`src/rtl/core/backoff_segmented_transmitter_defines.svh`:
```
// ----------------------------------------------------------------------------
// backoff segmented transmitter assertion macros
// concurrent assertion wrappers, empty when SYNTHESIS is defined
// ----------------------------------------------------------------------------
`ifndef BACKOFF_SEGMENTED_TRANSMITTER_DEFINES_SVH
`define BACKOFF_SEGMENTED_TRANSMITTER_DEFINES_SVH
`ifndef SYNTHESIS
`define BST_ASSERT(label, clk, rst, prop) \
   label: assert property (@(posedge clk) disable iff (rst) (prop)) \
      else $error("assertion failed");
`define BST_ASSERT_IMP(label, clk, rst, ante, cons) \
   label: assert property (@(posedge clk) disable iff (rst) (ante) |-> (cons)) \
      else $error("implication failed");
`define BST_ASSERT_NEXT(label, clk, rst, ante, cons) \
   label: assert property (@(posedge clk) disable iff (rst) (ante) |=> (cons)) \
      else $error("next-cycle implication failed");
`else
`define BST_ASSERT(label, clk, rst, prop)
`define BST_ASSERT_IMP(label, clk, rst, ante, cons)
`define BST_ASSERT_NEXT(label, clk, rst, ante, cons)
`endif
`endif

```
`src/rtl/core/bst_pkg.sv`:
```
// ----------------------------------------------------------------------------
// bst_pkg
// shared constants, types and helpers of the segmented backoff transmitter
// ----------------------------------------------------------------------------
package bst_pkg;

   localparam int MaxPackages   = 4;
   localparam int MaxWindowLog2 = 10;
   localparam int PkgIdxWidth   = (MaxPackages > 1) ? $clog2(MaxPackages) : 1;

   localparam int FuncWidth    = 3;
   localparam int BitsWidth    = 16;
   localparam int DrawWidth    = 10;
   localparam int LogWidth     = 4;
   localparam int CountWidth   = 3;
   localparam int BackoffWidth = 11;
   localparam int StatWidth    = 16;
   localparam int CsrIdxWidth  = 3;
   localparam int CsrDataWidth = 16;

   // event codes
   localparam logic [FuncWidth-1:0] FuncTick      = 3'd0;
   localparam logic [FuncWidth-1:0] FuncTransmit  = 3'd1;
   localparam logic [FuncWidth-1:0] FuncCollision = 3'd2;
   localparam logic [FuncWidth-1:0] FuncLoss      = 3'd3;
   localparam logic [FuncWidth-1:0] FuncRestart   = 3'd4;
   localparam logic [FuncWidth-1:0] FuncNewMsg    = 3'd5;

   // register indexes
   localparam logic [CsrIdxWidth-1:0] CsrPkgCount = 3'd0;
   localparam logic [CsrIdxWidth-1:0] CsrPkgBits0 = 3'd1;
   localparam logic [CsrIdxWidth-1:0] CsrPkgBits1 = 3'd2;
   localparam logic [CsrIdxWidth-1:0] CsrPkgBits2 = 3'd3;
   localparam logic [CsrIdxWidth-1:0] CsrPkgBits3 = 3'd4;
   localparam logic [CsrIdxWidth-1:0] CsrInitWin  = 3'd5;
   localparam logic [CsrIdxWidth-1:0] CsrMaxWin   = 3'd6;

   typedef struct packed {
      logic                    access_granted;
      logic [BitsWidth-1:0]    bits_sent;
      logic                    package_done;
      logic                    message_done;
      logic                    status;
      logic [BackoffWidth-1:0] backoff_left;
      logic [StatWidth-1:0]    collision_total;
      logic [StatWidth-1:0]    loss_total;
      logic [StatWidth-1:0]    sent_total;
   } rsp_type;

   function automatic logic [StatWidth-1:0] sat_inc(input logic [StatWidth-1:0] v);
      return (v == {StatWidth{1'b1}}) ? v : v + StatWidth'(1);
   endfunction

   function automatic logic [LogWidth-1:0] clamp_log2(input logic [LogWidth-1:0] v);
      return (v > LogWidth'(MaxWindowLog2)) ? LogWidth'(MaxWindowLog2) : v;
   endfunction

endpackage

```
`src/rtl/core/bst_req_if.sv`:
```
// ----------------------------------------------------------------------------
// bst_req_if
// event channel into the transmitter: valid/ready plus event payload
// ----------------------------------------------------------------------------
interface bst_req_if;
   import bst_pkg::*;

   logic                 valid;
   logic                 ready;
   logic [FuncWidth-1:0] func;
   logic [BitsWidth-1:0] capacity_bits;
   logic [DrawWidth-1:0] random_draw;

   modport source (output valid, output func, output capacity_bits,
                   output random_draw, input ready);
   modport sink   (input valid, input func, input capacity_bits,
                   input random_draw, output ready);
endinterface

```
`src/rtl/core/bst_rsp_if.sv`:
```
// ----------------------------------------------------------------------------
// bst_rsp_if
// result channel out of the transmitter: valid/ready plus result payload
// ----------------------------------------------------------------------------
interface bst_rsp_if;
   import bst_pkg::*;

   logic                    valid;
   logic                    ready;
   logic                    access_granted;
   logic [BitsWidth-1:0]    bits_sent;
   logic                    package_done;
   logic                    message_done;
   logic                    status;
   logic [BackoffWidth-1:0] backoff_left;
   logic [StatWidth-1:0]    collision_total;
   logic [StatWidth-1:0]    loss_total;
   logic [StatWidth-1:0]    sent_total;

   modport source (output valid, output access_granted, output bits_sent,
                   output package_done, output message_done, output status,
                   output backoff_left, output collision_total, output loss_total,
                   output sent_total, input ready);
   modport sink   (input valid, input access_granted, input bits_sent,
                   input package_done, input message_done, input status,
                   input backoff_left, input collision_total, input loss_total,
                   input sent_total, output ready);
endinterface

```
`src/rtl/core/backoff_segmented_transmitter.sv`:
```
// ----------------------------------------------------------------------------
// backoff_segmented_transmitter
// per-message transmit engine: package segmentation, exponential backoff
// and saturating statistics, one event per beat
// ----------------------------------------------------------------------------
// an accepted event beat is held in the input register, and its result in the output register
// throughput: one event per cycle while the result channel takes its beats
// an output register and the input register let the next beat in while a result waits
// reset (synchronous, active high) empties both stages, clears message state and
// counters, and loads the register defaults (one package of one bit, windows 1 and 1024)
// ----------------------------------------------------------------------------
`include "backoff_segmented_transmitter_defines.svh"

module backoff_segmented_transmitter (
   input  logic                                clock,
   input  logic                                reset,
   bst_req_if.sink                             req_chan,
   bst_rsp_if.source                           rsp_chan,
   input  logic                                csr_wr_en,
   input  logic [bst_pkg::CsrIdxWidth-1:0]     csr_index,
   input  logic [bst_pkg::CsrDataWidth-1:0]    csr_wr_data
);
   import bst_pkg::*;

   // configuration
   logic [CountWidth-1:0] pkg_count_ff;
   logic [BitsWidth-1:0]  pkg_bits_ff [MaxPackages];
   logic [LogWidth-1:0]   init_win_ff;
   logic [LogWidth-1:0]   max_win_ff;

   // input stage
   logic                 s1_valid_ff, s1_valid_in;
   logic [FuncWidth-1:0] s1_func_ff;
   logic [BitsWidth-1:0] s1_cap_ff;
   logic [DrawWidth-1:0] s1_draw_ff;

   // message state
   logic [CountWidth-1:0]   pkg_idx_ff, pkg_idx_in;
   logic [BitsWidth-1:0]    remaining_ff, remaining_in;
   logic                    finished_ff, finished_in;
   logic [LogWidth-1:0]     window_ff, window_in;
   logic [BackoffWidth-1:0] backoff_ff, backoff_in;
   logic [MaxPackages-1:0]  loss_marks_ff, loss_marks_in;
   logic [StatWidth-1:0]    coll_cnt_ff, coll_cnt_in;
   logic [StatWidth-1:0]    loss_cnt_ff, loss_cnt_in;
   logic [StatWidth-1:0]    sent_cnt_ff, sent_cnt_in;

   // result stage
   logic    rsp_valid_ff, rsp_valid_in;
   rsp_type rsp_ff, rsp_in;

   logic out_free;
   logic req_fire;
   logic s1_fire;

   logic [CountWidth-1:0]   eff_count;
   logic [CountWidth-1:0]   idx_next;
   logic [LogWidth-1:0]     wl;
   logic [LogWidth-1:0]     mx;
   logic [LogWidth-1:0]     wl_up;
   logic [BackoffWidth-1:0] draw_mask;
   logic                    granted;
   logic [BitsWidth-1:0]    sent;
   logic                    pdone;
   logic                    status;

   assign out_free       = !rsp_valid_ff || rsp_chan.ready;
   assign req_chan.ready = !s1_valid_ff || out_free;
   assign req_fire       = req_chan.valid && req_chan.ready;
   assign s1_fire        = s1_valid_ff && out_free;

   always_comb begin
      s1_valid_in = s1_valid_ff;
      if (req_fire) begin
         s1_valid_in = 1'b1;
      end else if (s1_fire) begin
         s1_valid_in = 1'b0;
      end
      rsp_valid_in = rsp_valid_ff;
      if (s1_fire) begin
         rsp_valid_in = 1'b1;
      end else if (rsp_chan.ready) begin
         rsp_valid_in = 1'b0;
      end
   end

   // out-of-range package counts fold into 1..MaxPackages
   always_comb begin
      if (pkg_count_ff == '0) begin
         eff_count = CountWidth'(1);
      end else if (pkg_count_ff > CountWidth'(MaxPackages)) begin
         eff_count = CountWidth'(MaxPackages);
      end else begin
         eff_count = pkg_count_ff;
      end
   end

   assign idx_next  = pkg_idx_ff + CountWidth'(1);
   assign wl        = clamp_log2(window_ff);
   assign mx        = clamp_log2(max_win_ff);
   assign wl_up     = wl + LogWidth'(1);
   assign draw_mask = (BackoffWidth'(1) << wl) - BackoffWidth'(1);

   always_comb begin
      pkg_idx_in    = pkg_idx_ff;
      remaining_in  = remaining_ff;
      finished_in   = finished_ff;
      window_in     = window_ff;
      backoff_in    = backoff_ff;
      loss_marks_in = loss_marks_ff;
      coll_cnt_in   = coll_cnt_ff;
      loss_cnt_in   = loss_cnt_ff;
      sent_cnt_in   = sent_cnt_ff;
      granted       = 1'b0;
      sent          = '0;
      pdone         = 1'b0;
      status        = 1'b0;

      unique case (s1_func_ff)
         FuncTick: begin
            if (backoff_ff == '0) begin
               granted = 1'b1;
            end else begin
               backoff_in = backoff_ff - BackoffWidth'(1);
            end
         end
         FuncTransmit: begin
            if (finished_ff) begin
               status = 1'b1;
            end else if (s1_cap_ff >= remaining_ff) begin
               sent        = remaining_ff;
               pdone       = 1'b1;
               sent_cnt_in = sat_inc(sent_cnt_ff);
               pkg_idx_in  = idx_next;
               // compare one bit wider so index 7 plus one does not wrap
               if ({1'b0, pkg_idx_ff} + (CountWidth + 1)'(1) >= {1'b0, eff_count}) begin
                  remaining_in = '0;
                  finished_in  = 1'b1;
               end else begin
                  remaining_in = pkg_bits_ff[idx_next[PkgIdxWidth-1:0]];
               end
            end else begin
               remaining_in = remaining_ff - s1_cap_ff;
               sent         = s1_cap_ff;
            end
         end
         FuncCollision: begin
            backoff_in  = BackoffWidth'(1) + ({1'b0, s1_draw_ff} & draw_mask);
            window_in   = (wl_up < mx) ? wl_up : mx;
            coll_cnt_in = sat_inc(coll_cnt_ff);
         end
         FuncLoss: begin
            if (finished_ff) begin
               status = 1'b1;
            end else if (!loss_marks_ff[pkg_idx_ff[PkgIdxWidth-1:0]]) begin
               loss_marks_in[pkg_idx_ff[PkgIdxWidth-1:0]] = 1'b1;
               loss_cnt_in = sat_inc(loss_cnt_ff);
            end
         end
         FuncRestart: begin
            if (finished_ff) begin
               status = 1'b1;
            end else begin
               pkg_idx_in    = '0;
               backoff_in    = '0;
               remaining_in  = pkg_bits_ff[0];
               loss_marks_in = '0;
               window_in     = clamp_log2(init_win_ff);
            end
         end
         FuncNewMsg: begin
            pkg_idx_in    = '0;
            backoff_in    = '0;
            remaining_in  = pkg_bits_ff[0];
            loss_marks_in = '0;
            window_in     = clamp_log2(init_win_ff);
            finished_in   = 1'b0;
            coll_cnt_in   = '0;
            loss_cnt_in   = '0;
            sent_cnt_in   = '0;
         end
         default: begin
            // unused event codes leave everything as it is
         end
      endcase

      rsp_in.access_granted  = granted;
      rsp_in.bits_sent       = sent;
      rsp_in.package_done    = pdone;
      rsp_in.message_done    = finished_in;
      rsp_in.status          = status;
      rsp_in.backoff_left    = backoff_in;
      rsp_in.collision_total = coll_cnt_in;
      rsp_in.loss_total      = loss_cnt_in;
      rsp_in.sent_total      = sent_cnt_in;
   end

   always_ff @(posedge clock) begin
      if (reset) begin
         pkg_count_ff <= CountWidth'(1);
         for (int i = 0; i < MaxPackages; i++) begin
            pkg_bits_ff[i] <= BitsWidth'(1);
         end
         init_win_ff <= '0;
         max_win_ff  <= LogWidth'(MaxWindowLog2);
      end else if (csr_wr_en) begin
         unique case (csr_index)
            CsrPkgCount: pkg_count_ff   <= csr_wr_data[CountWidth-1:0];
            CsrPkgBits0: pkg_bits_ff[0] <= csr_wr_data[BitsWidth-1:0];
            CsrPkgBits1: pkg_bits_ff[1] <= csr_wr_data[BitsWidth-1:0];
            CsrPkgBits2: pkg_bits_ff[2] <= csr_wr_data[BitsWidth-1:0];
            CsrPkgBits3: pkg_bits_ff[3] <= csr_wr_data[BitsWidth-1:0];
            CsrInitWin:  init_win_ff    <= csr_wr_data[LogWidth-1:0];
            CsrMaxWin:   max_win_ff     <= csr_wr_data[LogWidth-1:0];
            default: begin
            end
         endcase
      end
   end

   always_ff @(posedge clock) begin
      if (reset) begin
         s1_valid_ff   <= 1'b0;
         rsp_valid_ff  <= 1'b0;
         pkg_idx_ff    <= '0;
         remaining_ff  <= '0;
         finished_ff   <= 1'b0;
         window_ff     <= '0;
         backoff_ff    <= '0;
         loss_marks_ff <= '0;
         coll_cnt_ff   <= '0;
         loss_cnt_ff   <= '0;
         sent_cnt_ff   <= '0;
      end else begin
         s1_valid_ff  <= s1_valid_in;
         rsp_valid_ff <= rsp_valid_in;
         if (s1_fire) begin
            pkg_idx_ff    <= pkg_idx_in;
            remaining_ff  <= remaining_in;
            finished_ff   <= finished_in;
            window_ff     <= window_in;
            backoff_ff    <= backoff_in;
            loss_marks_ff <= loss_marks_in;
            coll_cnt_ff   <= coll_cnt_in;
            loss_cnt_ff   <= loss_cnt_in;
            sent_cnt_ff   <= sent_cnt_in;
         end
      end
   end

   always_ff @(posedge clock) begin
      if (req_fire) begin
         s1_func_ff <= req_chan.func;
         s1_cap_ff  <= req_chan.capacity_bits;
         s1_draw_ff <= req_chan.random_draw;
      end
      if (s1_fire) begin
         rsp_ff <= rsp_in;
      end
   end

   assign rsp_chan.valid           = rsp_valid_ff;
   assign rsp_chan.access_granted  = rsp_ff.access_granted;
   assign rsp_chan.bits_sent       = rsp_ff.bits_sent;
   assign rsp_chan.package_done    = rsp_ff.package_done;
   assign rsp_chan.message_done    = rsp_ff.message_done;
   assign rsp_chan.status          = rsp_ff.status;
   assign rsp_chan.backoff_left    = rsp_ff.backoff_left;
   assign rsp_chan.collision_total = rsp_ff.collision_total;
   assign rsp_chan.loss_total      = rsp_ff.loss_total;
   assign rsp_chan.sent_total      = rsp_ff.sent_total;

   // an event leaving the input stage always lands a result beat
   `BST_ASSERT_NEXT(a_fire_gives_rsp, clock, reset, s1_fire, rsp_valid_ff)
   // backoff never exceeds one plus the largest window mask
   `BST_ASSERT(a_backoff_range, clock, reset, backoff_ff <= BackoffWidth'(1 << MaxWindowLog2))
   // an unfinished message always points at a real package
   `BST_ASSERT_IMP(a_idx_range, clock, reset, !finished_ff, pkg_idx_ff < CountWidth'(MaxPackages))
   // a refused event moves no bits
   `BST_ASSERT_IMP(a_status_quiet, clock, reset, rsp_valid_ff && rsp_ff.status,
                   rsp_ff.bits_sent == '0 && !rsp_ff.package_done)
   // a completed package is always counted
   `BST_ASSERT_IMP(a_done_counted, clock, reset, rsp_valid_ff && rsp_ff.package_done,
                   rsp_ff.sent_total != '0)

endmodule

```
`src/flat_wrapper.sv`:
```
// flat-port wrapper written by rule: the top's interface ports become plain ports
module backoff_segmented_transmitter_flat import bst_pkg::*;
  (clock, reset, csr_wr_en, csr_index, csr_wr_data, req_chan_valid, req_chan_func, req_chan_capacity_bits, req_chan_random_draw, req_chan_ready, rsp_chan_valid, rsp_chan_access_granted, rsp_chan_bits_sent, rsp_chan_package_done, rsp_chan_message_done, rsp_chan_status, rsp_chan_backoff_left, rsp_chan_collision_total, rsp_chan_loss_total, rsp_chan_sent_total, rsp_chan_ready);
  bst_req_if req_chan_i ();
  bst_rsp_if rsp_chan_i ();
  input  logic clock;
  input  logic reset;
  input  logic csr_wr_en;
  input  logic [bst_pkg::CsrIdxWidth-1:0] csr_index;
  input  logic [bst_pkg::CsrDataWidth-1:0] csr_wr_data;
  input wire logic [$bits(req_chan_i.valid)-1:0] req_chan_valid;
  input wire logic [$bits(req_chan_i.func)-1:0] req_chan_func;
  input wire logic [$bits(req_chan_i.capacity_bits)-1:0] req_chan_capacity_bits;
  input wire logic [$bits(req_chan_i.random_draw)-1:0] req_chan_random_draw;
  output wire logic [$bits(req_chan_i.ready)-1:0] req_chan_ready;
  output wire logic [$bits(rsp_chan_i.valid)-1:0] rsp_chan_valid;
  output wire logic [$bits(rsp_chan_i.access_granted)-1:0] rsp_chan_access_granted;
  output wire logic [$bits(rsp_chan_i.bits_sent)-1:0] rsp_chan_bits_sent;
  output wire logic [$bits(rsp_chan_i.package_done)-1:0] rsp_chan_package_done;
  output wire logic [$bits(rsp_chan_i.message_done)-1:0] rsp_chan_message_done;
  output wire logic [$bits(rsp_chan_i.status)-1:0] rsp_chan_status;
  output wire logic [$bits(rsp_chan_i.backoff_left)-1:0] rsp_chan_backoff_left;
  output wire logic [$bits(rsp_chan_i.collision_total)-1:0] rsp_chan_collision_total;
  output wire logic [$bits(rsp_chan_i.loss_total)-1:0] rsp_chan_loss_total;
  output wire logic [$bits(rsp_chan_i.sent_total)-1:0] rsp_chan_sent_total;
  input wire logic [$bits(rsp_chan_i.ready)-1:0] rsp_chan_ready;
  assign req_chan_i.valid = req_chan_valid;
  assign req_chan_i.func = req_chan_func;
  assign req_chan_i.capacity_bits = req_chan_capacity_bits;
  assign req_chan_i.random_draw = req_chan_random_draw;
  assign req_chan_ready = req_chan_i.ready;
  assign rsp_chan_valid = rsp_chan_i.valid;
  assign rsp_chan_access_granted = rsp_chan_i.access_granted;
  assign rsp_chan_bits_sent = rsp_chan_i.bits_sent;
  assign rsp_chan_package_done = rsp_chan_i.package_done;
  assign rsp_chan_message_done = rsp_chan_i.message_done;
  assign rsp_chan_status = rsp_chan_i.status;
  assign rsp_chan_backoff_left = rsp_chan_i.backoff_left;
  assign rsp_chan_collision_total = rsp_chan_i.collision_total;
  assign rsp_chan_loss_total = rsp_chan_i.loss_total;
  assign rsp_chan_sent_total = rsp_chan_i.sent_total;
  assign rsp_chan_i.ready = rsp_chan_ready;
  backoff_segmented_transmitter u_core (.clock(clock), .reset(reset), .req_chan(req_chan_i), .rsp_chan(rsp_chan_i), .csr_wr_en(csr_wr_en), .csr_index(csr_index), .csr_wr_data(csr_wr_data));
endmodule
```
`config.mk`:
```
export PLATFORM = sky130hd
export DESIGN_NAME = backoff_segmented_transmitter_flat
export DESIGN_NICKNAME = d
export VERILOG_FILES = /design/src/rtl/core/bst_pkg.sv /design/src/rtl/core/bst_req_if.sv /design/src/rtl/core/bst_rsp_if.sv /design/src/rtl/core/backoff_segmented_transmitter.sv /design/src/flat_wrapper.sv
export VERILOG_INCLUDE_DIRS = /design/src /design/src/rtl/core
export SDC_FILE = /design/constraint.sdc
export NUM_CORES = 1
export LEC_CHECK = 0
export BUFFER_PORTS_ARGS = -buffer_cell sky130_fd_sc_hd__buf_2
export CAP_MARGIN = 20
export CORE_MARGIN = 2
export CORE_UTILIZATION = 50
export CTS_CLUSTER_SIZE = 25
export DETAILED_ROUTE_END_ITERATION = 10
export PLACE_DENSITY = 0.68
export RECOVER_POWER = 25
export SLEW_MARGIN = 20
export SYNTH_ARGS = -nofsm -noshare
export SYNTH_HDL_FRONTEND = slang
export SYNTH_SLANG_ARGS = --single-unit
```
`constraint.sdc`:
```
create_clock -name clock -period 4.97 [get_ports clock]
set_input_delay 0.994 -clock clock [delete_from_list [all_inputs] [get_ports clock]]
set_output_delay 0.994 -clock clock [all_outputs]
set_load 0.05 [all_outputs]
```
Word-level counts from Yosys, hierarchy flattened

Memories as Yosys holds them, arrays and structs flattened.
Cells that the tools add are included.
W data, S select, Z words.

Flip-flop bits (word level): 208
Bits in writable memories: 64
Input bits: 53
Output and inout bits: 81
Word-level logic and storage cells: 170
Memories: 1

$add $sub $neg: 10
Magnitude comparators: 9
Eq/ne operators: 19
Shift-type cells: 1
Mux-type cells: 72
Bitwise logic cells: 7
Reductions and logical operators: 25

Memory list:

| name               | words | bits a word | read ports | clocked after Yosys merged registers in | write ports | line                                | source |
|---|---|---|---|---|---|---|---|
| u_core.pkg_bits_ff | 4     | 16          | 2          | 0                                       | 4           | backoff_segmented_transmitter.sv:27 | `logic [BitsWidth-1:0] pkg_bits_ff [MaxPackages];` |

Operators by type and width:

| cell                    | count |
|---|---|
| $mux W16                | 16 |
| $pmux W16 S2            | 3 |
| $add A16 B1 Y16 const B | 3 |
| $eq A16 B16 Y1 const B  | 3 |
| $pmux W16 S3            | 1 |
| $pmux W11 S4            | 1 |
| $mux W4                 | 8 |
| $mux W1                 | 30 |
| $pmux W4 S3             | 2 |
| $mux W11                | 2 |
| $ge A16 B16 Y1          | 1 |
| $sub A16 B16 Y16        | 1 |
| $eq A3 B3 Y1 const B    | 5 |
| $mux W3                 | 5 |
| $eq A3 B2 Y1 const B    | 4 |
| $gt A4 B4 Y1 const B    | 3 |
| $add A1 B11 Y11 const A | 1 |
| $and A10 B11 Y11        | 1 |
| $logic_not A11 Y1       | 1 |
| $shl A1 B4 Y11 const A  | 1 |
| $sub A11 B1 Y11 const B | 1 |
| $sub A11 B2 Y11 const B | 1 |
| $reduce_and A5 Y1       | 2 |
| $logic_not A3 Y1        | 3 |
| 28 further kinds        | 44 |

Depth between registers and ports, before layout

Depth after elaboration: 8
Depth in mapped cells: 16

Worst setup path before layout

No wires, ideal clock.

Kind: input port to flip-flop
Start point: input port rsp_chan_ready
End point: register u_core.rsp_ff (netlist bit u_core.rsp_chan.access_granted), enable pin
Setup time: 0.474 ns
Arrival: 3.890 ns
Data required time: 4.496 ns
Path slack: 0.606 ns
Stages on the path: 5
Cell sequence: nor2b_1 -> nand2b_1 -> inv_1 -> clkbuf_1 -> clkbuf_1

Word-level cells in the longest chain between the ends: 2

Ends and longest elaborated chain:

| element                | line                                 | source |
|---|---|---|
| start: declaration     | flat_wrapper.sv:26                   | `input wire logic [$bits(rsp_chan_i.ready)-1:0] rsp_chan_ready;` |
| $logic_or A1 B1 Y1     | backoff_segmented_transmitter.sv:67  | `assign out_free = !rsp_valid_ff \|\| rsp_chan.ready;` |
| $logic_and A1 B1 Y1    | backoff_segmented_transmitter.sv:70  | `assign s1_fire = s1_valid_ff && out_free;` |
| end signal: assignment | backoff_segmented_transmitter.sv:258 | `rsp_ff <= rsp_in;` |
| end: declaration       | backoff_segmented_transmitter.sv:50  | `rsp_type rsp_ff, rsp_in;` |

No other way between the ends.
A chain may end at the register's enable or synchronous reset.

Worst setup path after layout

Start point: input port rsp_chan_ready
End point: register u_core.sent_cnt_ff[2]

Word-level cells in the longest chain between the ends: 2

Ends and longest elaborated chain:

| element                | line                                 | source |
|---|---|---|
| $logic_or A1 B1 Y1     | backoff_segmented_transmitter.sv:67  |  |
| $logic_and A1 B1 Y1    | backoff_segmented_transmitter.sv:70  |  |
| end signal: assignment | backoff_segmented_transmitter.sv:246 | `sent_cnt_ff <= sent_cnt_in;` |
| end: declaration       | backoff_segmented_transmitter.sv:46  | `logic [StatWidth-1:0] sent_cnt_ff, sent_cnt_in;` |

No other way between the ends.

==> summary.md <==
| Metric | Value |
|---|---|
| Clock skew | about 22 ps |
| Worst slew pin tran | approximately 2200 ps |
| Initial antenna violation count | 0 |
| Row count | 61 |
| Count of final max-slew check failures | 111 |
| # hold bufs at CTS | 0 |
| Share of the synthesized area in the top cell type | 0.365 |
| Drt via density | 5.79 |
| Sequential element share of the synthesized area | 0.506 |
| CP Class | primary input to register |
| Startpoint Class | primary input |
| First-pass GRT wire length | around 54000 um |
| Reg2reg end | u_core.backoff_ff[4]$_SDFFE_PP0P_ |
| Clk sink count | 272 |
| Synth async-reset ratio | 0 |
| Area of the multi-input gates | between 6000 and 7000 sq um |
| Area grow syn2layout | 12.8% |
| Starting Density | 0.508 |
| Post-synthesis register bit count | 272 |
| Status | finished with violations |
| Clk_lat worst skew | 550 ps |
| Ratio of cells with drive above 1 in the final layout | 0.120 |
| PwrDens | 321 nW/um^2 |
| Failing checks | capacitance limit, slew limit |
| DP Cell Count | 1891 |
| Die height | 172 um |
| Total global routing overflow | 0 |
| Vias | around 11000 |
| Final Hold Fails | 0 |
| CTS root buffer | clkbuf_16 |
| Gr usage total | 0.225 |
| Sum of negative setup slack | 0 ps |
| Cts repair resizes | 0 |
| Critical path data arrival time | 4450 ps |
| Max stage delay on crit path | 1160 ps |
| Htree depth | 1 |
| DRT antenna net count | 0 |
| Slowest CP cell | clkinvlp_2 |
| Cts bufs inserted | 29 |
| Maxcap violations | 4 |
| Crit end category | register |
| Initial DRC count | 917 |
| Unrepaired setup endpoints after global routing | no |
| # diodes | 0 |
| Crit-path max FO | 35 |
| Postcts setup bufs | 0 |
| Data required time of the critical path | 5320 ps |
| Reg2reg start | u_core.window_ff[3]$_SDFFE_PP0P_ |
| Chip Width | around 170 um |
| Io pins | roughly 130 |
| Synthesized area | approximately 14000 sq um |
| Synth warn | 0 |
| Fmax | 244 MHz |
| Final setup fails | 0 |
| Drt wl/cell | 17.3 um |
| Post-Syn Instances | 1445 |
| Ys flop type | edfxtp_1 |
| Post-synth EDFFs | 172 |
| Dpl hpwl | 22600 um |
| Most common cell in the netlist | edfxtp_1 |
| Crit path cell chain | buf_2 > nor2b_1 > nand2b_1 > clkinvlp_2 > nand2_1 > nor3_1 > a32oi_1 > o41ai_1 |
| Placeable Area | roughly 28000 sq um |
| Flop2flop setup slack | 970 ps |
| Worst setup endpoint | u_core.sent_cnt_ff[2]$_SDFFE_PP0P_ |
| TritonCTS clock tree | yes |
| Drt pass-1 iters | 5 |
| Die area | 29700 sq um |
| Dominant cells by area after synthesis | edfxtp_1, dfxtp_1, nand2_1 |
| Leading area contributor after synthesis | edfxtp_1 |
| Worst setup margin | just under 900 ps |
| Final Cycle Share | 0.826 |
| Sequential cell area | 7170 sq um |
| Port bufs | 133 |
| Clock slew seen by the registers of the worst setup and hold paths | 70 ps |
| Syn nets | 1537 |
| Vias in the first global route | 10400 |
| Library cells used by synthesis | 74 |
| Nets | 1636 |
| Dpl ws | 994 ps |
| Largest net degree at the start of global routing | 83 |
| Leak pwr | 5.79 nW |
| Crit path launch | rsp_chan_ready |
| Reg2Reg Depth | 13 |
| Commonest cells in the netlist | edfxtp_1, nand2_1, nor2_1, a21oi_1, dfxtp_1 |
| Worst hold stages | 2 |
| Syn avg cell area | 9.80 sq um |
| Peak supply drop | approximately 290 uV |
| Filler cells | ~2500 |
| CTS max path bufs | 3 |
| Routed wire length | 33600 um |
| Post-Layout Cell Count | roughly 1900 |
| Final min period | 4100 ps |
| Relative slew slack | -0.484 |
| Hold WC Path Type | register to register |
| DRC violations left | 0 |
| Gpl congestion | approximately 0.9 |
-- how the worst min path moves through the flow --
stage | start | endpoint
finish | u_core.loss_marks_ff[1]$_SDFFE_PP0P_ | u_core.loss_marks_ff[1]$_SDFFE_PP0P_
CTS | u_core.loss_marks_ff[0]$_SDFFE_PP0P_ | u_core.loss_marks_ff[0]$_SDFFE_PP0P_
floorplan | u_core.loss_marks_ff[2]$_SDFFE_PP0P_ | u_core.loss_marks_ff[2]$_SDFFE_PP0P_
detailed placement | u_core.loss_marks_ff[0]$_SDFFE_PP0P_ | u_core.loss_marks_ff[0]$_SDFFE_PP0P_
global route | u_core.remaining_ff[9]$_SDFFE_PP0P_ | u_core.remaining_ff[9]$_SDFFE_PP0P_
global placement | u_core.loss_marks_ff[0]$_SDFFE_PP0P_ | u_core.loss_marks_ff[0]$_SDFFE_PP0P_
-- routing by layer --
layer	up-vias	wire (um)	global-route usage
met4	0	759	0.0658
met1	5356	14900	0.309
met2	355	16000	0.378
met5	-	0	0
li1	5491	-	-
met3	55	1890	0.0233
-- cells by family (layout without fill, tap and decap cells) --
logic type | count (synthesis) | count (layout) | synth area share
AO/OA/AOI/OAI | 332 | 332 | 0.146
buffers and inverters | 140 | 261 | 0.0379
adder cells (fa/ha/maj) | 39 | 39 | 0.0350
XOR/XNOR | 43 | 43 | 0.0266
flip-flops | 272 | 272 | 0.506
AND/OR/NAND/NOR | 576 | 576 | 0.203
multiplexers | 43 | 43 | 0.0456
-- cells in the final DEF (no fill, tap or decap), types with 34 or more instances in the layout --
cell type and count:
buf_2 88, nand2_1 147, dfxtp_1 100, edfxtp_1 172, nor2_1 130, inv_1 55
o21ai_0 84, clkbuf_1 54, ha_1 38, nand3_1 56, and2_1 68, a21oi_1 110
nor3_1 34
-- flip-flops by register name, summed over array words and instances (netlist names), 10 cells and up --
signal / count
u_core.remaining_ff: 16
u_core.rsp_chan.loss_total: 16
u_core.s1_cap_ff: 16
u_core.sent_cnt_ff: 16
u_core.rsp_chan.bits_sent: 16
u_core.s1_draw_ff: 10
u_core.rsp_chan.sent_total: 16
u_core.coll_cnt_ff: 16
u_core.loss_cnt_ff: 16
u_core.backoff_ff: 11
u_core.rsp_chan.backoff_left: 11
u_core.rsp_chan.collision_total: 16
u_core.pkg_bits_ff: 64
-- critical path: cells and delay by family --
family | cells | cell delay, ps
compound gates | 2 | 350
buf+inv | 2 | 1260
simple gates | 4 | 1820
-- stage by stage --
stage               utilization  power [W]  area (sq um)  hold slack (ps)
CTS                       0.576    0.00517         16000              479
finish                    0.573    0.00513         16000              477
floorplan                     -    0.00297         14200              431
detailed placement        0.543    0.00313         15100              466
global placement          0.543    0.00312         15100              446
global route              0.573    0.00532         16000              507
-- cell type report --
type                            instances  area share
Clock buffer                           41      0.0521
Clock inverter                         12     0.00454
Inverter                               57      0.0135
Multi-Input combinational cell       1033       0.405
Sequential cell                       272       0.449
Tap cell                              378      0.0296
Timing Repair Buffer                  151      0.0461
-- power breakdown --
group          internal, W  switching (W)
clock network      0.00117       0.000880
logic             0.000155       0.000377
registers          0.00250      0.0000528
No activity file was read; power rests on OpenSTA's default activity.
